`src/design/s2chd_pkg.sv`:
```
`timescale 1ns / 1ps
// ----------------------------------------------------------------------------
// s2chd_pkg
// Shared types and codes for the SSLv2 ClientHello header detector.
// ----------------------------------------------------------------------------
package s2chd_pkg;

  localparam int unsigned BYTE_W    = 8;
  localparam int unsigned REM_W     = 15;
  localparam int unsigned VERDICT_W = 2;

  localparam logic [VERDICT_W-1:0] VERDICT_PENDING   = 2'd0;
  localparam logic [VERDICT_W-1:0] VERDICT_FOUND     = 2'd1;
  localparam logic [VERDICT_W-1:0] VERDICT_NOT_FOUND = 2'd2;

  localparam logic [BYTE_W-1:0] REC_TOP_BIT   = 8'h80;
  localparam logic [BYTE_W-1:0] MSG_CLIENT_HI = 8'h01;
  localparam logic [BYTE_W-1:0] VER_MAX       = 8'h03;
  localparam logic [REM_W:0]    HDR_LEN       = 16'd9;

  // header byte expected next, plus the two final verdicts
  typedef enum logic [12:0] {
    POS_LEN_HI    = 13'b0000000000001,
    POS_LEN_LO    = 13'b0000000000010,
    POS_MSG_TYPE  = 13'b0000000000100,
    POS_VER_MAJ   = 13'b0000000001000,
    POS_VER_MIN   = 13'b0000000010000,
    POS_CS_HI     = 13'b0000000100000,
    POS_CS_LO     = 13'b0000001000000,
    POS_SID_HI    = 13'b0000010000000,
    POS_SID_LO    = 13'b0000100000000,
    POS_CHAL_HI   = 13'b0001000000000,
    POS_CHAL_LO   = 13'b0010000000000,
    POS_FOUND     = 13'b0100000000000,
    POS_NOT_FOUND = 13'b1000000000000
  } pos_t;

  // one byte handed to the parser
  typedef struct packed {
    logic              step;
    logic [BYTE_W-1:0] data_byte;
    logic              new_flow;
  } parse_req_t;

endpackage

```
`src/design/s2chd_if.sv`:
```
`timescale 1ns / 1ps
// ----------------------------------------------------------------------------
// s2chd_in_if / s2chd_out_if
// Valid/ready channels for payload bytes and verdicts.
// ----------------------------------------------------------------------------
interface s2chd_in_if;
  logic                           valid;
  logic                           ready;
  logic [s2chd_pkg::BYTE_W-1:0]   data_byte;
  logic                           new_flow;
  logic                           segment_end;

  modport source (output valid, output data_byte, output new_flow, output segment_end,
                  input ready);
  modport sink   (input valid, input data_byte, input new_flow, input segment_end,
                  output ready);
endinterface

interface s2chd_out_if;
  logic                             valid;
  logic                             ready;
  logic [s2chd_pkg::VERDICT_W-1:0]  verdict;
  logic                             segment_last;

  modport source (output valid, output verdict, output segment_last, input ready);
  modport sink   (input valid, input verdict, input segment_last, output ready);
endinterface

```
`src/design/s2chd_parser.sv`:
```
`timescale 1ns / 1ps
// ----------------------------------------------------------------------------
// s2chd_parser
// Header parse state and the per-byte checks; gives the verdict after a byte.
// ----------------------------------------------------------------------------
module s2chd_parser (
  input  logic                               clk,
  input  logic                               rst_n,
  input  s2chd_pkg::parse_req_t              req,
  output logic [s2chd_pkg::VERDICT_W-1:0]    verdict
);

  s2chd_pkg::pos_t                    pos_r, pos_nxt, cur_pos;
  logic [s2chd_pkg::REM_W-1:0]        rem_r, rem_nxt, cur_rem;
  logic [s2chd_pkg::BYTE_W-1:0]       fhi_r, fhi_nxt, cur_fhi;
  logic [s2chd_pkg::REM_W:0]          rec_len;
  logic [s2chd_pkg::REM_W:0]          fld_len;
  logic [s2chd_pkg::REM_W:0]          rem_ext;
  logic                               fits;
  logic [s2chd_pkg::BYTE_W-1:0]       b;

  assign b = req.data_byte;

  // new flow restarts parsing before this byte is handled
  assign cur_pos = req.new_flow ? s2chd_pkg::POS_LEN_HI : pos_r;
  assign cur_rem = req.new_flow ? '0 : rem_r;
  assign cur_fhi = req.new_flow ? '0 : fhi_r;

  assign rec_len = {1'b0, cur_rem[s2chd_pkg::REM_W-1:s2chd_pkg::BYTE_W], b};
  assign fld_len = {cur_fhi, b};
  assign rem_ext = {1'b0, cur_rem};
  assign fits    = (rem_ext >= fld_len);

  always_comb begin
    pos_nxt = cur_pos;
    rem_nxt = cur_rem;
    fhi_nxt = cur_fhi;
    case (cur_pos)
      s2chd_pkg::POS_LEN_HI: begin
        if ((b & s2chd_pkg::REC_TOP_BIT) == '0) begin
          pos_nxt = s2chd_pkg::POS_NOT_FOUND;
        end else begin
          rem_nxt = {b[s2chd_pkg::BYTE_W-2:0], {s2chd_pkg::BYTE_W{1'b0}}};
          pos_nxt = s2chd_pkg::POS_LEN_LO;
        end
      end
      s2chd_pkg::POS_LEN_LO: begin
        if (rec_len < s2chd_pkg::HDR_LEN) begin
          rem_nxt = rec_len[s2chd_pkg::REM_W-1:0];
          pos_nxt = s2chd_pkg::POS_NOT_FOUND;
        end else begin
          rem_nxt = rec_len[s2chd_pkg::REM_W-1:0] - s2chd_pkg::HDR_LEN[s2chd_pkg::REM_W-1:0];
          pos_nxt = s2chd_pkg::POS_MSG_TYPE;
        end
      end
      s2chd_pkg::POS_MSG_TYPE: begin
        pos_nxt = (b == s2chd_pkg::MSG_CLIENT_HI) ? s2chd_pkg::POS_VER_MAJ
                                                  : s2chd_pkg::POS_NOT_FOUND;
      end
      s2chd_pkg::POS_VER_MAJ: begin
        pos_nxt = (b <= s2chd_pkg::VER_MAX) ? s2chd_pkg::POS_VER_MIN
                                            : s2chd_pkg::POS_NOT_FOUND;
      end
      s2chd_pkg::POS_VER_MIN: begin
        pos_nxt = (b <= s2chd_pkg::VER_MAX) ? s2chd_pkg::POS_CS_HI
                                            : s2chd_pkg::POS_NOT_FOUND;
      end
      s2chd_pkg::POS_CS_HI: begin
        fhi_nxt = b;
        pos_nxt = s2chd_pkg::POS_CS_LO;
      end
      s2chd_pkg::POS_SID_HI: begin
        fhi_nxt = b;
        pos_nxt = s2chd_pkg::POS_SID_LO;
      end
      s2chd_pkg::POS_CHAL_HI: begin
        fhi_nxt = b;
        pos_nxt = s2chd_pkg::POS_CHAL_LO;
      end
      s2chd_pkg::POS_CS_LO: begin
        if (fits) begin
          rem_nxt = cur_rem - fld_len[s2chd_pkg::REM_W-1:0];
          pos_nxt = s2chd_pkg::POS_SID_HI;
        end else begin
          pos_nxt = s2chd_pkg::POS_NOT_FOUND;
        end
      end
      s2chd_pkg::POS_SID_LO: begin
        if (fits) begin
          rem_nxt = cur_rem - fld_len[s2chd_pkg::REM_W-1:0];
          pos_nxt = s2chd_pkg::POS_CHAL_HI;
        end else begin
          pos_nxt = s2chd_pkg::POS_NOT_FOUND;
        end
      end
      s2chd_pkg::POS_CHAL_LO: begin
        pos_nxt = fits ? s2chd_pkg::POS_FOUND : s2chd_pkg::POS_NOT_FOUND;
      end
      s2chd_pkg::POS_FOUND: begin
        pos_nxt = s2chd_pkg::POS_FOUND;
      end
      default: begin
        pos_nxt = s2chd_pkg::POS_NOT_FOUND;
      end
    endcase
  end

  always_comb begin
    case (pos_nxt)
      s2chd_pkg::POS_FOUND:     verdict = s2chd_pkg::VERDICT_FOUND;
      s2chd_pkg::POS_NOT_FOUND: verdict = s2chd_pkg::VERDICT_NOT_FOUND;
      default:                  verdict = s2chd_pkg::VERDICT_PENDING;
    endcase
  end

  always_ff @(posedge clk) begin
    if (!rst_n) begin
      pos_r <= s2chd_pkg::POS_LEN_HI;
      rem_r <= '0;
      fhi_r <= '0;
    end else if (req.step) begin
      pos_r <= pos_nxt;
      rem_r <= rem_nxt;
      fhi_r <= fhi_nxt;
    end
  end

  // final verdicts are sticky until a new flow
  a_found_sticky: assert property (@(posedge clk) disable iff (!rst_n)
    (req.step && !req.new_flow && pos_r == s2chd_pkg::POS_FOUND)
      |=> pos_r == s2chd_pkg::POS_FOUND)
    else $error("found verdict not held");

  a_miss_sticky: assert property (@(posedge clk) disable iff (!rst_n)
    (req.step && !req.new_flow && pos_r == s2chd_pkg::POS_NOT_FOUND)
      |=> pos_r == s2chd_pkg::POS_NOT_FOUND)
    else $error("not-found verdict not held");

  a_first_byte: assert property (@(posedge clk) disable iff (!rst_n)
    (req.step && req.new_flow && !req.data_byte[s2chd_pkg::BYTE_W-1])
      |=> pos_r == s2chd_pkg::POS_NOT_FOUND)
    else $error("first byte without top bit not rejected");

endmodule

```
`src/design/sslv2_client_hello_detector.sv`:
```
`timescale 1ns / 1ps
// path: a transferred byte is held in the input register, then parsed into the result
//   register once that register frees up; its verdict is then valid at the output
// throughput: one byte per cycle while the output channel is ready or empty
// reset: synchronous rst_n clears both valid flags and returns the parser to
//   the first header byte
// ----------------------------------------------------------------------------
// sslv2_client_hello_detector
// Byte-stream check for an SSLv2 ClientHello record header at flow start.
// ----------------------------------------------------------------------------
module sslv2_client_hello_detector (
  input  logic              clk,
  input  logic              rst_n,
  s2chd_in_if.sink          in_chan,
  s2chd_out_if.source       out_chan
);

  logic                               s1_vld_r;
  logic [s2chd_pkg::BYTE_W-1:0]       s1_byte_r;
  logic                               s1_nf_r;
  logic                               s1_seg_r;
  logic                               out_vld_r;
  logic [s2chd_pkg::VERDICT_W-1:0]    out_verdict_r;
  logic                               out_seg_r;
  logic                               adv;
  logic                               in_xfer;
  s2chd_pkg::parse_req_t              req;
  logic [s2chd_pkg::VERDICT_W-1:0]    verdict_nxt;

  // the result register frees up when empty or when its transfer completes
  assign adv     = !out_vld_r || out_chan.ready;
  assign in_chan.ready = !s1_vld_r || adv;
  assign in_xfer = in_chan.valid && in_chan.ready;

  assign req.step      = s1_vld_r && adv;
  assign req.data_byte = s1_byte_r;
  assign req.new_flow  = s1_nf_r;

  s2chd_parser u_parser (
    .clk     (clk),
    .rst_n   (rst_n),
    .req     (req),
    .verdict (verdict_nxt)
  );

  always_ff @(posedge clk) begin
    if (!rst_n) begin
      s1_vld_r  <= 1'b0;
      out_vld_r <= 1'b0;
    end else begin
      if (in_chan.ready) begin
        s1_vld_r <= in_chan.valid;
      end
      if (adv) begin
        out_vld_r <= s1_vld_r;
      end
    end
  end

  always_ff @(posedge clk) begin
    if (in_xfer) begin
      s1_byte_r <= in_chan.data_byte;
      s1_nf_r   <= in_chan.new_flow;
      s1_seg_r  <= in_chan.segment_end;
    end
    if (req.step) begin
      out_verdict_r <= verdict_nxt;
      out_seg_r     <= s1_seg_r;
    end
  end

  assign out_chan.valid        = out_vld_r;
  assign out_chan.verdict      = out_verdict_r;
  assign out_chan.segment_last = out_seg_r;

  a_in_lands: assert property (@(posedge clk) disable iff (!rst_n)
    in_xfer |=> s1_vld_r)
    else $error("transferred byte lost in input register");

  a_step_lands: assert property (@(posedge clk) disable iff (!rst_n)
    req.step |=> out_vld_r)
    else $error("parsed byte produced no result");

  a_drain: assert property (@(posedge clk) disable iff (!rst_n)
    (!s1_vld_r && out_chan.ready) |=> !out_vld_r)
    else $error("result repeated after its transfer");

endmodule
```
`src/flat_wrapper.sv`:
```
// flat-port wrapper written by rule: the top's interface ports become plain ports
module sslv2_client_hello_detector_flat 
  (clk, rst_n, in_chan_valid, in_chan_data_byte, in_chan_new_flow, in_chan_segment_end, in_chan_ready, out_chan_valid, out_chan_verdict, out_chan_segment_last, out_chan_ready);
  s2chd_in_if in_chan_i ();
  s2chd_out_if out_chan_i ();
  input  logic clk;
  input  logic rst_n;
  input wire logic [$bits(in_chan_i.valid)-1:0] in_chan_valid;
  input wire logic [$bits(in_chan_i.data_byte)-1:0] in_chan_data_byte;
  input wire logic [$bits(in_chan_i.new_flow)-1:0] in_chan_new_flow;
  input wire logic [$bits(in_chan_i.segment_end)-1:0] in_chan_segment_end;
  output wire logic [$bits(in_chan_i.ready)-1:0] in_chan_ready;
  output wire logic [$bits(out_chan_i.valid)-1:0] out_chan_valid;
  output wire logic [$bits(out_chan_i.verdict)-1:0] out_chan_verdict;
  output wire logic [$bits(out_chan_i.segment_last)-1:0] out_chan_segment_last;
  input wire logic [$bits(out_chan_i.ready)-1:0] out_chan_ready;
  assign in_chan_i.valid = in_chan_valid;
  assign in_chan_i.data_byte = in_chan_data_byte;
  assign in_chan_i.new_flow = in_chan_new_flow;
  assign in_chan_i.segment_end = in_chan_segment_end;
  assign in_chan_ready = in_chan_i.ready;
  assign out_chan_valid = out_chan_i.valid;
  assign out_chan_verdict = out_chan_i.verdict;
  assign out_chan_segment_last = out_chan_i.segment_last;
  assign out_chan_i.ready = out_chan_ready;
  sslv2_client_hello_detector u_core (.clk(clk), .rst_n(rst_n), .in_chan(in_chan_i), .out_chan(out_chan_i));
endmodule
```
`config.mk`:
```
export PLATFORM = sky130hd
export DESIGN_NAME = sslv2_client_hello_detector_flat
export DESIGN_NICKNAME = d
export VERILOG_FILES = /design/src/design/s2chd_pkg.sv /design/src/design/s2chd_if.sv /design/src/design/s2chd_parser.sv /design/src/design/sslv2_client_hello_detector.sv /design/src/flat_wrapper.sv
export SDC_FILE = /design/constraint.sdc
export NUM_CORES = 1
export LEC_CHECK = 0
export BUFFER_PORTS_ARGS = -buffer_cell sky130_fd_sc_hd__buf_2
export CAP_MARGIN = 20
export CORE_ASPECT_RATIO = 0.8
export CORE_MARGIN = 2
export CORE_UTILIZATION = 45
export DETAILED_ROUTE_END_ITERATION = 6
export HOLD_SLACK_MARGIN = 0.05
export PLACE_DENSITY_LB_ADDON = 0.3
export SETUP_SLACK_MARGIN = 0.5
export SYNTH_ARGS = -nofsm -noshare
export SYNTH_HDL_FRONTEND = slang
export SYNTH_SLANG_ARGS = --single-unit
export TNS_END_PERCENT = 5
```
`constraint.sdc`:
```
create_clock -name clk -period 3.8 [get_ports clk]
set_input_delay 0.57 -clock clk [delete_from_list [all_inputs] [get_ports clk]]
set_output_delay 0.57 -clock clk [all_outputs]
set_load 0.01 [all_outputs]
```
==> Word level (Yosys, flattened, before mapping) <==
Cells that the tools add are included.
{ "word_totals": {"ff_bits": 51, "elab_cells": 57, "out_inout_bits": 5, "input_bits": 14} }
{ "classes": {"n_lt_le_gt_ge": 3, "n_mux": 18, "n_eq_ne": 15, "addsub": 2, "n_reduce_logical": 9} }
{ "op_table": {"columns": ["operator", "n"], "rows": [
  ["$pmux W13 S12", 1],
  ["$mux W13", 9],
  ["$mux W15", 4],
  ["$pmux W15 S3", 1],
  ["$eq A13 B12 Y1 const B", 2],
  ["$ge A15 B16 Y1", 1],
  ["$mux W8", 2],
  ["$lt A15 B4 Y1 const B", 1],
  ["$sub A15 B15 Y15", 1],
  ["$sub A15 B4 Y15 const B", 1],
  ["$eq A13 B1 Y1 const B", 1],
  ["$eq A13 B10 Y1 const B", 1],
  ["$eq A13 B11 Y1 const B", 1],
  ["$eq A13 B13 Y1 const B", 1],
  ["$eq A13 B2 Y1 const B", 1],
  ["$eq A13 B3 Y1 const B", 1],
  ["$eq A13 B4 Y1 const B", 1],
  ["$eq A13 B5 Y1 const B", 1],
  ["$eq A13 B6 Y1 const B", 1],
  ["$eq A13 B7 Y1 const B", 1],
  ["$eq A13 B8 Y1 const B", 1],
  ["$eq A13 B9 Y1 const B", 1],
  ["$eq A8 B1 Y1 const B", 1],
  ["$le A8 B2 Y1 const B", 1],
  ["other kinds (7)", 10]
]} }

==> Logic depth before layout (Yosys ltp) <==
{ "depth": {"depth_word": 6, "depth_mapped": 16, "depth_no_buf": 13} }

==> Cells and area by module <==
From an unflattened synthesis, not the netlist that was laid out.
{ "hier_totals": {"hier_cells": 440, "hier_area_um2": 3723.6} }
{ "modules_own_cells": {"columns": ["mod", "instances", "area_each_um2", "seq_area_each_um2", "cells_per_inst"], "rows": [
  ["s2chd_parser", 1, 3229.3, 720.7, 418],
  ["sslv2_client_hello_detector", 1, 494.2, 430.4, 22]
]} }

==> Worst setup path before layout <==
OpenSTA, ideal clock, no wires.
{ "synth_path": {"path_type": "reg-to-reg", "start": "register u_core.s1_nf_r", "end": "register u_core.u_parser.rem_r[11] (netlist bit)", "arrival_ps": 3274, "path_slack_ps": 404, "t_required_ps": 3678, "stages_incl_launch_ff": 15, "period_less_slack_ps": 3396, "path_buffers": 4, "setup_ps": 122, "cell_sequence": "edfxtp_1 > clkbuf_1 > clkbuf_1 > clkbuf_1 > nor2b_1 > ha_1 > and4_1 > nand3_1 > nor3b_1 > a2111oi_4 > nor3_4 > o21ai_1 > and2_4 > buf_6 > a221o_1"} }
{ "synth_via": {"elab_chain_cells": 4, "word_cells_on_any_way": 16, "cone_classes": "add/sub (2); order compare (2); eq/ne (4); mux (7); reduce/logical (1)"} }
{ "synth_lines": {"columns": ["item", "line_no", "source"], "rows": [
  ["from (decl)", "sslv2_client_hello_detector.sv:20", "logic s1_nf_r;"],
  ["from (signal assigned)", "sslv2_client_hello_detector.sv:63", "s1_nf_r <= in_chan.new_flow;"],
  ["$mux W15 (tied with other cells)", "s2chd_parser.sv:26", "assign cur_rem = req.new_flow ? '0 : rem_r;"],
  ["$sub A15 B15 Y15 (tied with other cells)", "s2chd_parser.sv:82, s2chd_parser.sv:90", null],
  ["$mux W15 (tied with other cells)", "s2chd_parser.sv:81, s2chd_parser.sv:89", null],
  ["$pmux W15 S3 *", "s2chd_parser.sv:38", "case (cur_pos)"],
  ["to (signal assigned)", "s2chd_parser.sv:123", "rem_r <= rem_nxt;"],
  ["to (decl)", "s2chd_parser.sv:14", "logic [s2chd_pkg::REM_W-1:0] rem_r, rem_nxt, cur_rem;"]
]} }
Every way passes the cells marked *; elsewhere a longest branch is shown, timed or not.
A chain may end at the register's enable or synchronous reset.

==> Worst setup path after layout <==
Ends and elaborated chain as after synthesis.

==> flow_summary.json <==
{
  "result_of_the_run": "complete, no violations",
  "dr_wl_met3_um": 985,
  "criticalPathCategory": "flop to flop",
  "antenna_cells": 0,
  "worst_skew_pair.late_latency_ns": 0.32,
  "clock-skew-final_ns": 0.0105,
  "num_vias": 3427,
  "synth_area_per_cell_sq_um": 8.30,
  "numClockSinks": 51,
  "dominantRegCellSynth": "sky130_fd_sc_hd__dfxtp_1",
  "layout_commonest_cell": "sky130_fd_sc_hd__dfxtp_1",
  "global_route_wire_length_before_repair_um": 15600,
  "setup.worst_path.end": "u_core.u_parser.rem_r[11]",
  "timing.critical_path.arrival_ns": 3.33,
  "synth-seq-area-share_pct": 32.5,
  "route.antenna.remaining_nets": 0,
  "worstSetupStartpointType": "flop",
  "met2_length_um": 3870,
  "power.density_cell_area_nw_per_um2": 288,
  "path_cells": "buf_4 > nor2_1 > ha_1 > a21oi_1 > o21ai_1 > nand2b_1 > o221ai_1 > nor2_2 > nand2_1 > nor2_1 > a221o_1",
  "synth_seq_cells": 51,
  "detail_route.iter0.violations": 410,
  "core.rowCount": 28,
  "min-delay-path-class": "input pin to flop",
  "netlist_area_sq_um": 3540,
  "drt_pre_antenna_iters": 5,
  "path_common_cell": "sky130_fd_sc_hd__nor2_1",
  "num_io_pins": 19,
  "postSynthCellCount": 427,
  "grt_antenna_before_repair": 0,
  "critical_path_peak_fanout": 14,
  "dp_cells": 543,
  "grt_start_max_net_pins": 29,
  "yosys_warnings": 0,
  "detail_route.wirelength_um": 9910,
  "stdcell_count": 558,
  "nNetsFinal": 482,
  "number_of_enable_type_register_cells_in_the_synthesized_netlist": 13,
  "num-fill-cells": 743,
  "critPathLaunch": "u_core.s1_nf_r",
  "total_leakage_power_nw": 1.49,
  "drv_cap": 0,
  "crit_path_max_incr_delay_ns": 0.49,
  "floorplan.initialDensity_pct": 47.0,
  "hold_viol_final": 0,
  "die_y_um": 83.4,
  "cts_hold_buffers": 0,
  "report.final.slew_viol_count": 0,
  "cts_buffer_depth": 2,
  "layout_common_cells": "sky130_fd_sc_hd__dfxtp_1, sky130_fd_sc_hd__nand2_1, sky130_fd_sc_hd__nor2_1",
  "fmax_mhz": 319,
  "worstPathRequired_ns": 4.00,
  "via_per_inst": 6.14,
  "fraction_of_layout_instances_using_a_drive_strength_above_1_pct": 11.7,
  "synth.net_count": 457,
  "slowest_stage": "sky130_fd_sc_hd__edfxtp_1",
  "timing.final.ws_setup_ns": 0.669,
  "maxSlewHeadroom_pct": 41.5,
  "dp_slack_ns": 0.362,
  "fp.dieArea_sq_um": 8600,
  "replace_congestion": 1.06,
  "finalCritPeriodShare_pct": 82.4,
  "reg2reg_slack_ns": 0.67,
  "asyncSetResetFlopFracSynth_pct": 0,
  "grt.total_usage_pct": 23.2,
  "r2r_end": "u_core.u_parser.rem_r[11]",
  "timing_worst_slew_pin_value_ns": 0.877,
  "reg_to_reg_startpoint": "u_core.s1_nf_r",
  "number_of_buffers_inserted_during_clock_tree_synthesis": 5,
  "final.setup.tns_ns": 0,
  "grt.overflow.total": 0,
  "setup_viol": 0,
  "design_power_total_mw": 1.12,
  "synth.distinct_cells": 64,
  "fin_crit_ns": 3.13,
  "flow.area_growth_from_synthesis_pct": 10.2,
  "die_w_um": 103,
  "multi_input_comb_area_sq_um": 2250,
  "h-tree-depth": 2,
  "route.top_layer_used": "met4",
  "route.detailed.drc": 0,
  "core_region_area_sq_um": 7530,
  "endpoint_kind": "flop",
  "power.ir.vdd_worst_uv": 171,
  "place.detailed.hpwl_um": 7510,
  "port_buffers": 18,
  "grt_setup_unrepaired": "false",
  "clk_transition_reported_paths_ns": 0.10,
  "r2r_cells": 11,
  "avgRoutedWirePerCell_um": 17.8,
  "cts_tree": "yes",
  "first_global_vias": 3028,
  "cts-root-buf": "sky130_fd_sc_hd__clkbuf_8",
  "sequential_cell_area_sq_um": 1150,
  "detail_route.wirelength.met1_um": 4960
}
worst min-delay path by stage:
stage	startpoint	end	slack [ns]	cells after the start
6_report	in_chan_data_byte[1]	u_core.s1_byte_r[1]	0.42	1
5_1_grt	in_chan_segment_end	u_core.s1_seg_r	0.41	1
4_1_cts	in_chan_data_byte[0]	u_core.s1_byte_r[0]	0.42	1
3_5_place_dp	u_core.s1_seg_r	u_core.out_chan.segment_last	0.41	0
3_3_place_gp	u_core.s1_seg_r	u_core.out_chan.segment_last	0.40	0
2_1_floorplan	u_core.s1_seg_r	u_core.out_chan.segment_last	0.40	0
cells in the mapped netlist, drive strengths merged (4+ instances only):
library cell,count,area share (%)
nor2b,27,4.8
clkbuf,13,1.4
or3,4,0.71
dfxtp,38,21
edfxtp,13,11
a21oi,32,4.5
nor3,16,2.6
a21o,8,1.7
a22oi,13,2.8
nand4,7,1.2
nand2,34,3.6
nor4,8,1.8
xor2,9,2.2
nand2b,7,1.2
a221o,5,1.4
nand3,8,1.1
a22o,5,1.2
a21boi,6,1.3
ha,16,5.6
a2111oi,4,1.7
o21ai,17,2.4
and2,6,1.1
o22ai,6,1.1
xnor2,19,4.7
inv,22,2.3
nor2,36,3.8
metal layers:
layer	GRT usage (%)	up-vias
met5	0	-
met4	5.26	0
met3	5.47	13
met2	30.0	184
met1	37.7	1604
li1	-	1626
stage by stage:
| step | hold WS (ns) | utilization, % | instance area [sq um] |
|---|---|---|---|
| floorplan | 0.400 | - | 3550 |
| global placement | 0.402 | 49.9 | 3760 |
| detailed placement | 0.410 | 49.9 | 3760 |
| CTS | 0.417 | 51.3 | 3860 |
| global route | 0.407 | 51.8 | 3900 |
| finish | 0.420 | 51.8 | 3900 |
power breakdown:
group          internal [mW]  switching (mW)
Clock                  0.133           0.194
Combinational         0.0801           0.122
Sequential             0.573          0.0222
registers in the layout, summed over array words and instances (netlist names):
register                      flops
u_core.s1_seg_r                   1
u_core.s1_nf_r                    1
u_core.s1_vld_r                   1
u_core.out_chan.verdict           2
u_core.out_chan.segment_last      1
u_core.out_chan.valid             1
u_core.u_parser.rem_r            15
u_core.u_parser.fhi_r             8
u_core.u_parser.pos_r            13
u_core.s1_byte_r                  8
logic make-up after synthesis:
kind of cell / Yosys count / share of synthesized area [%]
mux: 3 / 0.883
flops: 51 / 32.5
compound gates: 126 / 25.0
simple gates: 165 / 24.7
buf+inv: 37 / 4.13
xor+xnor: 28 / 6.92
fa+ha+maj: 17 / 5.93
critical path, delay by kind of cell, from the launching register on:
kind                       cells  cell delay (ns)
AOI/OAI and AO/OA              4             1.17
and+or+nand+nor                5             0.79
DFF                            1             0.49
adders and majority gates      1             0.33
buffers and inverters          1             0.23
repair_timing:
item | in CTS | in global routing
pin swaps | 0 | 2
gates resized for setup | 1 | 3
buffers inserted | 2 | 5
setup endpoints to repair | 12 | 13
final cells by class:
type | instances | area share (%)
Clock buffer | 6 | 1.86
Clock inverter | 2 | 0.417
Inverter | 23 | 2.21
Multi-Input combinational cell | 339 | 57.7
Sequential cell | 51 | 29.5
Tap cell | 105 | 3.37
Timing Repair Buffer | 32 | 5.00
Power figures use the tool's default switching activity.
